==> src/hw/rtl/c3bt_pkg.sv <==
// ----------------------------------------------------------------------------
// c3bt_pkg
// Shared types, register codes and the tanh table generator for the
// 3x3 convolution block.
// ----------------------------------------------------------------------------
package c3bt_pkg;

  typedef enum logic [2:0] {
    REG_KERNEL_TOP    = 3'd0,
    REG_KERNEL_MIDDLE = 3'd1,
    REG_KERNEL_BOTTOM = 3'd2,
    REG_BIAS          = 3'd3,
    REG_WIDTH         = 3'd4,
    REG_HEIGHT        = 3'd5
  } cfg_reg_e;

  // per-item control that travels down the pipeline
  // row_ok[0] / col_ok[0]: top row / left column of the window lie in frame
  typedef struct packed {
    logic       emit;
    logic       done;
    logic [2:0] row_ok;
    logic [2:0] col_ok;
    logic [7:0] column;
    logic [7:0] row;
  } tag_t;

  localparam longint unsigned OneQ31 = 64'd2147483648;

  // exp(-2^k) in Q1.31, k = -9 .. 2
  localparam longint unsigned ExpNegPow2 [12] = '{
    64'd2143293437, 64'd2139111403, 64'd2130771798, 64'd2114190000,
    64'd2081412523, 64'd2017374191, 64'd1895147668, 64'd1672461947,
    64'd1302514674, 64'd790015084,  64'd290630307,  64'd39332535
  };

  // tanh(4*idx/2^tb) in Q1.15, built from products of exp constants;
  // quotient by restoring subtraction
  function automatic logic [14:0] tanh_entry(input int unsigned idx,
                                             input int unsigned tb);
    longint unsigned e;
    longint unsigned num;
    longint unsigned den;
    longint unsigned rem;
    longint unsigned dsh;
    logic [16:0]     q;
    e = OneQ31;
    for (int b = 0; b < 12; b++) begin
      if ((b < tb) && (((idx >> b) & 1) != 0)) begin
        e = (e * ExpNegPow2[b + 12 - tb] + 64'd1073741824) >> 31;
      end
    end
    num = (OneQ31 - e) << 15;
    den = OneQ31 + e;
    rem = num + (den >> 1);
    q   = '0;
    for (int k = 16; k >= 0; k--) begin
      dsh = den << k;
      if (rem >= dsh) begin
        rem  = rem - dsh;
        q[k] = 1'b1;
      end
    end
    return (q > 17'd32767) ? 15'h7fff : q[14:0];
  endfunction

endpackage

==> src/hw/rtl/c3bt_seq.sv <==
// ----------------------------------------------------------------------------
// c3bt_seq
// Input and output position counters: line store column, output decision,
// frame-edge masks and end of frame.
// ----------------------------------------------------------------------------
module c3bt_seq #(
  parameter int unsigned MAX_WIDTH  = 256,
  parameter int unsigned MAX_HEIGHT = 256
) (
  input  logic                              clk_i,
  input  logic                              rst_ni,
  input  logic                              accept_i,
  input  logic [$clog2(MAX_WIDTH+1)-1:0]    width_i,
  input  logic [$clog2(MAX_HEIGHT+1)-1:0]   height_i,
  output logic [$clog2(MAX_WIDTH)-1:0]      col_o,
  output c3bt_pkg::tag_t                    tag_o
);

  localparam int unsigned CW = $clog2(MAX_WIDTH);
  localparam int unsigned WW = $clog2(MAX_WIDTH + 1);
  localparam int unsigned RW = $clog2(MAX_HEIGHT);
  localparam int unsigned HW = $clog2(MAX_HEIGHT + 1);

  logic [CW-1:0] in_col_q, in_col_d;
  logic [1:0]    in_row_q, in_row_d;
  logic [CW-1:0] em_col_q, em_col_d;
  logic [RW-1:0] em_row_q, em_row_d;

  logic          wrap0;
  logic [CW-1:0] c0;
  logic [1:0]    row1;
  logic [WW-1:0] c1_w;
  logic          last_c;
  logic          emit;
  logic [WW-1:0] em_col_nx;
  logic [HW-1:0] em_row_nx;
  logic          col_end;
  logic          row_end;
  logic [CW+7:0] col_x;
  logic [RW+7:0] row_x;

  always_comb begin
    wrap0     = WW'(in_col_q) >= width_i;
    c0        = wrap0 ? '0 : in_col_q;
    row1      = (wrap0 && in_row_q != 2'd3) ? in_row_q + 2'd1 : in_row_q;
    c1_w      = WW'(c0) + 1'b1;
    last_c    = c1_w >= width_i;
    emit      = (row1 >= 2'd2) || (row1 == 2'd1 && c0 != '0);
    em_col_nx = WW'(em_col_q) + 1'b1;
    em_row_nx = HW'(em_row_q) + 1'b1;
    col_end   = em_col_nx >= width_i;
    row_end   = em_row_nx >= height_i;
    col_x     = {8'b0, em_col_q};
    row_x     = {8'b0, em_row_q};

    tag_o.emit   = emit;
    tag_o.done   = row_end && col_end;
    tag_o.row_ok = {!row_end, 1'b1, em_row_q != '0};
    tag_o.col_ok = {!col_end, 1'b1, em_col_q != '0};
    tag_o.column = col_x[7:0];
    tag_o.row    = row_x[7:0];

    in_col_d = last_c ? '0 : c1_w[CW-1:0];
    in_row_d = (last_c && row1 != 2'd3) ? row1 + 2'd1 : row1;
    em_col_d = em_col_q;
    em_row_d = em_row_q;
    if (emit) begin
      if (row_end && col_end) begin
        in_col_d = '0;
        in_row_d = '0;
        em_col_d = '0;
        em_row_d = '0;
      end else if (col_end) begin
        em_col_d = '0;
        em_row_d = em_row_nx[RW-1:0];
      end else begin
        em_col_d = em_col_nx[CW-1:0];
      end
    end
  end

  always_ff @(posedge clk_i or negedge rst_ni) begin
    if (!rst_ni) begin
      in_col_q <= '0;
      in_row_q <= '0;
      em_col_q <= '0;
      em_row_q <= '0;
    end else if (accept_i) begin
      in_col_q <= in_col_d;
      in_row_q <= in_row_d;
      em_col_q <= em_col_d;
      em_row_q <= em_row_d;
    end
  end

  assign col_o = c0;

endmodule

==> config.mk <==
export PLATFORM = sky130hd
export DESIGN_NAME = c3bt_seq
export DESIGN_NICKNAME = d
export VERILOG_FILES = /design/src/hw/rtl/c3bt_pkg.sv /design/src/hw/rtl/c3bt_seq.sv
export SDC_FILE = /design/constraint.sdc
export NUM_CORES = 1
export LEC_CHECK = 0
export BUFFER_PORTS_ARGS = -buffer_cell sky130_fd_sc_hd__buf_2
export CORE_AREA = 2 2 70 72
export DETAILED_ROUTE_END_ITERATION = 7
export DIE_AREA = 0 0 72 74
export PLACE_DENSITY = 0.83
export SLEW_MARGIN = 25
export SYNTH_ARGS = -nofsm -noshare
export SYNTH_HDL_FRONTEND = slang
export SYNTH_SLANG_ARGS = --single-unit
==> constraint.sdc <==
create_clock -name clk_i -period 9.5 [get_ports clk_i]
set_input_delay 0.95 -clock clk_i [delete_from_list [all_inputs] [get_ports clk_i]]
set_output_delay 0.95 -clock clk_i [all_outputs]
set_load 0.005 [all_outputs]
==> results.cfg, run 1 <==
[logic_synthesis]
ys.flop_type = dfrtp_1
synth_edf_count = 0
ys_async_sr_fraction_pct = 100
ys_seq_area_share_pct = 24.6
syn_area_per_cell_um2 = 8.31
yosysWarnings = 0
synth_area_um2 = 2640
yosys_register_bits = 26
synthCells = 318
synth.distinct_cells = 48

[cts]
cts_buffers = 3
clockBufferDepth = 2
post_cts.repair.setup_buffers = 0
htreeDepth = 1
ctsResizeCount = 0
clk-insertion-delay-late_ns = 0.27
clkTransAtPathRegs_ns = 0.09
cts_hold_buffers = 0
clockRootBuffer = clkbuf_8
clock-sinks = 26
cts_tree = done

[setup_path]
reg2reg_from = in_col_q[6]
ff2ff_path_depth = 17
cp-startpoint = width_i[6]
cp_slowest_cell = a21oi_2
cp.required_ns = 9.66
critical_path.max_stage_delay_ns = 0.62
cp_cell_sequence = buf_2, inv_1, ha_1, a211oi_1, o32ai_1, a21oi_2, nand2_1, inv_1, ha_1, nand3_1, xnor2_1, and2_1, ha_1, o2111a_1, nand2_1, a221oi_1, xor2_1, o21ai_0, o2bb2ai_1
crit_arrival_ns = 4.97
timing.rr.end = in_row_q[0]
cpMostUsedCell = ha_1
ff2ff_setup_slack_ns = 5.01
crit_fanout = 20
crit_path_end_kind = register
path_class = input port to register
start_kind = input port

[grt]
antenna_found_initial = 0
gr-total-overflow = 0
grt_pass1_wl_um = 10200
grt_start_max_net_pins = 27
grt_usage_pct = 23.8
grt_pass1_vias = 2190

[drt]
drtAntennaViolNets = 0
vias_per_cell = 5.68
wl_per_cell_um = 14.1
drcViolationCount = 0
first_pass_iters = 4
vias = 2363
drtIter0Drc = 198
wl_um = 5880

[placement]
place_area_um2 = 2900
gp_congestion = 0.874
dpl.hpwl_um = 4650
portBuffers = 50
place_inst = 412

[sta]
max_freq_mhz = 208
rsz0062_at_grt = no
finalSetupTns_ns = 0
maxSlewHeadroom_pct = 44.8
drv_slew = 0
max_slew.worst_pin.slew_ns = 0.828
period_needed_ns = 4.81
fin_crit_sh_pct = 50.7
skew_ns = 0.00213
setup_viol = 0
finalHoldViolations = 0

[min_path]
hold_path_class = register to register
hold_depth = 2
worstHoldStart = in_row_q[1]
whs_endpoint = in_row_q[1]

[final_layout]
area_growth_pct = 12.0
diodes = 0
drive_gt1_share_pct = 17.1
nFillCells = 405
post-route-util_pct = 64.3
nets = 428
fin_area_um2 = 2960
final_cells = 416
layout_commonest_cell = buf_2
mostFrequentLayoutCells = buf_2 (50), ha_1 (44), nand2_1 (39), inv_1 (29)

[run_status]
status = completed

[die]
die_x_um = 72
fp.dieH_um = 74
start_util_pct = 57.4
fp-row-count = 25
core_um2 = 4600
die_area_um2 = 5330
io_pins = 53

[power]
p_per_area_nw_per_um2 = 184
ir_worst_vdd_uv = 75.0
power.leakage_nw = 1.59

[flow_run]
maxCapViolations = 0
[cell type report]
class / instances / area [um^2] / area share (%)
Multi-Input combinational cell: 251 / 1810 / 61.3
Sequential cell: 26 / 651 / 22.0
Timing Repair Buffer: 50 / 250 / 8.46
Clock buffer: 4 / 55.1 / 1.86
Inverter: 31 / 121 / 4.10
Tap cell: 54 / 67.6 / 2.28
[synthesized netlist by cell type, types with 3 or more instances]
| library cell | number | area, um^2 |
|---|---|---|
| o31ai_1 | 5 | 37.5 |
| nor2b_1 | 6 | 37.5 |
| nor2_1 | 16 | 60.1 |
| buf_4 | 4 | 30.0 |
| inv_1 | 29 | 109 |
| ha_1 | 44 | 551 |
| a22o_1 | 6 | 52.6 |
| buf_2 | 3 | 15.0 |
| dfrtp_1 | 26 | 651 |
| o21ai_0 | 26 | 130 |
| nand2_1 | 39 | 146 |
| clkbuf_1 | 4 | 15.0 |
| nand3_1 | 15 | 75.1 |
| xor2_1 | 10 | 87.6 |
| a21oi_1 | 10 | 50.1 |
| and2_1 | 13 | 81.3 |
| and3_1 | 11 | 68.8 |
| xnor2_1 | 10 | 87.6 |
| nand2b_1 | 3 | 18.8 |
[routing by layer]
| metal | GRT usage (%) | share of wire [%] | up-vias |
|---|---|---|---|
| met4 | 7.76 | 2.1 | 0 |
| met3 | 2.17 | 4.0 | 11 |
| li1 | - | - | 1194 |
| met1 | 31.8 | 46 | 1089 |
| met5 | 0 | 0 | - |
| met2 | 41.3 | 48 | 69 |
[sequential cells by signal, summed over array words and instances (netlist names)]
name / count
em_col_q: 8
em_row_q: 8
in_col_q: 8
in_row_q: 2
[per-stage QoR]
stage | power (mW) | hold slack, ns | setup WS [ns]
3_3_place_gp | 0.457 | 0.541 | 4.64
2_1_floorplan | 0.385 | 0.512 | 5.04
3_5_place_dp | 0.471 | 0.557 | 4.46
4_1_cts | 0.547 | 0.578 | 4.72
6_report | 0.544 | 0.584 | 4.69
5_1_grt | 0.597 | 0.595 | 4.40
[logic make-up after synthesis]
group / after synthesis / synth area share [%]
DFF: 26 / 24.6
AOI/OAI and AO/OA: 65 / 16.2
buffers and inverters: 42 / 6.87
muxes: 4 / 2.04
other: 1 / 0.142
and+or+nand+nor: 116 / 22.6
adders and majority gates: 44 / 20.8
xor gates and xnor gates: 20 / 6.63
[critical path: cells and delay by family]
family / cells / cell delay (ns)
adder cells (fa/ha/maj): 3 / 0.84
buffers and inverters: 3 / 0.34
AO/OA/AOI/OAI: 7 / 1.90
AND/OR/NAND/NOR: 4 / 0.56
XOR/XNOR: 2 / 0.38
[how the worst max path moves through the flow]
stage | to | depth (start not counted)
after global placement | in_row_q[0] | 19
final | in_row_q[0] | 19
after CTS | in_row_q[0] | 19
after global routing | in_row_q[0] | 19
after detailed placement | in_row_q[0] | 19
after floorplan | in_row_q[0] | 20
[power by group]
part | internal [mW] | switching, mW
Combinational | 0.138 | 0.156
Clock | 0.0371 | 0.0365
Sequential | 0.134 | 0.0425
(Power assumes the default switching activity.)
==> inputs of run 2 (changes only) <==
--- a/config.mk
+++ b/config.mk
@@ -5,11 +5,12 @@
 export SDC_FILE = /design/constraint.sdc
 export NUM_CORES = 1
 export LEC_CHECK = 0
+export ABC_AREA = 1
 export BUFFER_PORTS_ARGS = -buffer_cell sky130_fd_sc_hd__buf_2
-export CORE_AREA = 2 2 70 72
+export CORE_AREA = 2 2 75 77
 export DETAILED_ROUTE_END_ITERATION = 7
-export DIE_AREA = 0 0 72 74
-export PLACE_DENSITY = 0.83
+export DIE_AREA = 0 0 77 79
+export PLACE_DENSITY = 0.8
 export SLEW_MARGIN = 25
 export SYNTH_ARGS = -nofsm -noshare
 export SYNTH_HDL_FRONTEND = slang
==> constraint.sdc (replaced) <==
create_clock -name clk_i -period 4.6 [get_ports clk_i]
set_input_delay 0.46 -clock clk_i [delete_from_list [all_inputs] [get_ports clk_i]]
set_output_delay 0.46 -clock clk_i [all_outputs]
set_load 0.005 [all_outputs]
==> results.cfg, run 2 <==
[setup_path]
ff2ff_setup_slack_ns = 0.73
crit_end = in_row_q[0]
critical_path.max_stage_delay_ns = 0.46
critPathTopFamily = simple AND/OR/NAND/NOR gates
cp-startpoint = in_col_q[2]
cp_cell_sequence = ha_1, a21oi_1, nand2_1, o21ai_4, nand2_4, nor2_1, ha_1, nand4_1, nor2_1, nand3_1, nand2_1, inv_1, ha_1, a21o_1, a21oi_1, nand4_1, nand2_1, inv_1, nand2_1, nand2_1, nor2_1, nand2_1, nand2_1
reg2reg_from = in_col_q[2]
crit_fanout = 7
crit_arrival_ns = 4.08
crit_buf_inv = 2
timing.rr.end = in_row_q[0]
crit_path_end_kind = register
start_kind = register
ff2ff_path_depth = 23
path_class = register to register
cp_slowest_cell = dfrtp_1
cp.required_ns = 4.81
cp.depth = 23
cpMostUsedCell = nand2_1

[grt]
use_met3_pct = 3.07
grt_pass1_vias = 2719
met2_usage_pct = 42.3
busiest_layer = met2
antenna_found_initial = 0
grt_start_max_net_pins = 27
grt_util_met1_pct = 30.7
gr-total-overflow = 0
grt_usage_pct = 23.4
grt_pass1_wl_um = 11800

[cts]
post_cts.repair.setup_buffers = 0
clock-sinks = 26
cts_hold_buffers = 0
htreeDepth = 1
clk-insertion-delay-late_ns = 0.27
cts_buffers = 3
cts_tree = done
clockBufferDepth = 2
clkTransAtPathRegs_ns = 0.09
ctsResizeCount = 0
clockRootBuffer = clkbuf_8

[sta]
skew_ns = 0.00391
finalSetupTns_ns = 0
max_slew.worst_pin.slew_ns = 0.592
drv_slew = 0
finalHoldViolations = 0
maxSlewHeadroom_pct = 60.6
max_freq_mhz = 258
rsz0062_at_grt = no
fin_crit_sh_pct = 84.1
setup_viol = 0
period_needed_ns = 3.87

[drt]
drtIter0Drc = 130
vias_per_cell = 5.12
drcViolationCount = 0
first_pass_iters = 4
vias = 2849
drtAntennaViolNets = 0
wl_per_cell_um = 12.3
wl_um = 6830

[placement]
dpl.hpwl_um = 5480
place_inst = 552
gp_congestion = 0.940
portBuffers = 50

[logic_synthesis]
ys.flop_type = dfrtp_1
syn_area_per_cell_um2 = 6.72
synth_largest_area_cell = dfrtp_1
synth.area.top_cells = dfrtp_1 (22%), ha_1 (19%), nand2_1 (15%)
synthTopCellsByCount = nand2_1 (119), inv_1 (77), ha_1 (44), nor2_1 (43), nand3_1 (28)
synth.distinct_cells = 33
synth.top_cell.area_share_pct = 22.2
synthCells = 436
ys_seq_area_share_pct = 22.2
yosys_register_bits = 26
ys_async_sr_fraction_pct = 100
synth_edf_count = 0
yosysWarnings = 0
synth_most_common_cell = nand2_1
synth_area_um2 = 2930

[die]
start_util_pct = 54.9
die_area_um2 = 6080
die_x_um = 77
fp-row-count = 27
io_pins = 53
core_um2 = 5340
fp.dieH_um = 79

[min_path]
hold_path_class = input port to asynchronous set/reset pin

[final_layout]
layout_commonest_cell = nand2_1
reg_top3 = em_col_q (8), em_row_q (8), in_col_q (8)
mostFrequentLayoutCells = nand2_1 (119), inv_1 (77), buf_2 (50), ha_1 (44), nor2_1 (43)
nFillCells = 531
area_growth_pct = 12.4
drive_gt1_share_pct = 14.9
nets = 550
diodes = 0
final_cells = 556

[power]
ir_worst_vdd_uv = 448
power.leakage_nw = 2.11
p_per_area_nw_per_um2 = 374

[run_status]
status = completed

[flow_run]
maxCapViolations = 0
==> run 2: worst register-to-register path, stage by stage (launching register included) <==
cell and delay, ns:
dfrtp_1 0.46, ha_1 0.36, a21oi_1 0.15, nand2_1 0.10, o21ai_4 0.26, nand2_4 0.12
nor2_1 0.29, ha_1 0.22, nand4_1 0.15, nor2_1 0.18, nand3_1 0.10, nand2_1 0.12
inv_1 0.05, ha_1 0.30, a21o_1 0.16, a21oi_1 0.13, nand4_1 0.14, nand2_1 0.13
inv_1 0.06, nand2_1 0.06, nand2_1 0.05, nor2_1 0.10, nand2_1 0.06, nand2_1 0.06
==> run 2: worst min path at each step <==
stage           start  slack, ns     endpoint
2_1_floorplan  rst_ni       0.16  em_col_q[0]
3_3_place_gp   rst_ni       0.49  em_col_q[2]
3_5_place_dp   rst_ni       0.49  em_col_q[3]
4_1_cts        rst_ni       0.19  em_col_q[1]
5_1_grt        rst_ni       0.20  em_col_q[3]
6_report       rst_ni       0.18  em_col_q[3]
==> run 2: power by group <==
group	switching [mW]	internal [mW]
logic	0.426	0.266
registers	0.0745	0.276
clock network	0.0725	0.116
total	0.573	0.659
==> run 2: layer usage <==
metal	vias to the layer above	share of wire (%)
met5	-	0
met4	0	0.54
met3	5	4.7
met2	72	48
met1	1300	47
li1	1472	-
==> run 2: kinds of logic after synthesis <==
logic type / share of synthesized area [%]
compound gates: 5.51
flops: 22.2
buf+inv: 12.4
other cells: 0.128
fa+ha+maj: 18.8
xor+xnor: 3.88
simple gates: 37.1
==> run 2: cell type report <==
type                            count  area, um^2  area share (%)
Multi-Input combinational cell    321        1920            58.3
Sequential cell                    26         651            19.7
Inverter                           83         312            9.46
Timing Repair Buffer               50         250            7.60
Tap cell                           72        90.1            2.73
Clock buffer                        3        41.3            1.25
Clock inverter                      1        30.0           0.912
==> run 2: through the flow <==
step                      hold slack [ns]  utilization (%)  setup WS [ns]  instance area (um^2)  power (mW)
final                               0.178             61.7          0.730                  3290        1.23
after global routing                0.203             61.7          0.310                  3290        1.36
after CTS                           0.190             61.7          0.756                  3290        1.24
after detailed placement            0.494             60.4          0.635                  3220        1.04
after global placement              0.492             60.4          0.820                  3220        1.02
after floorplan                     0.164                -           1.13                  2940       0.873
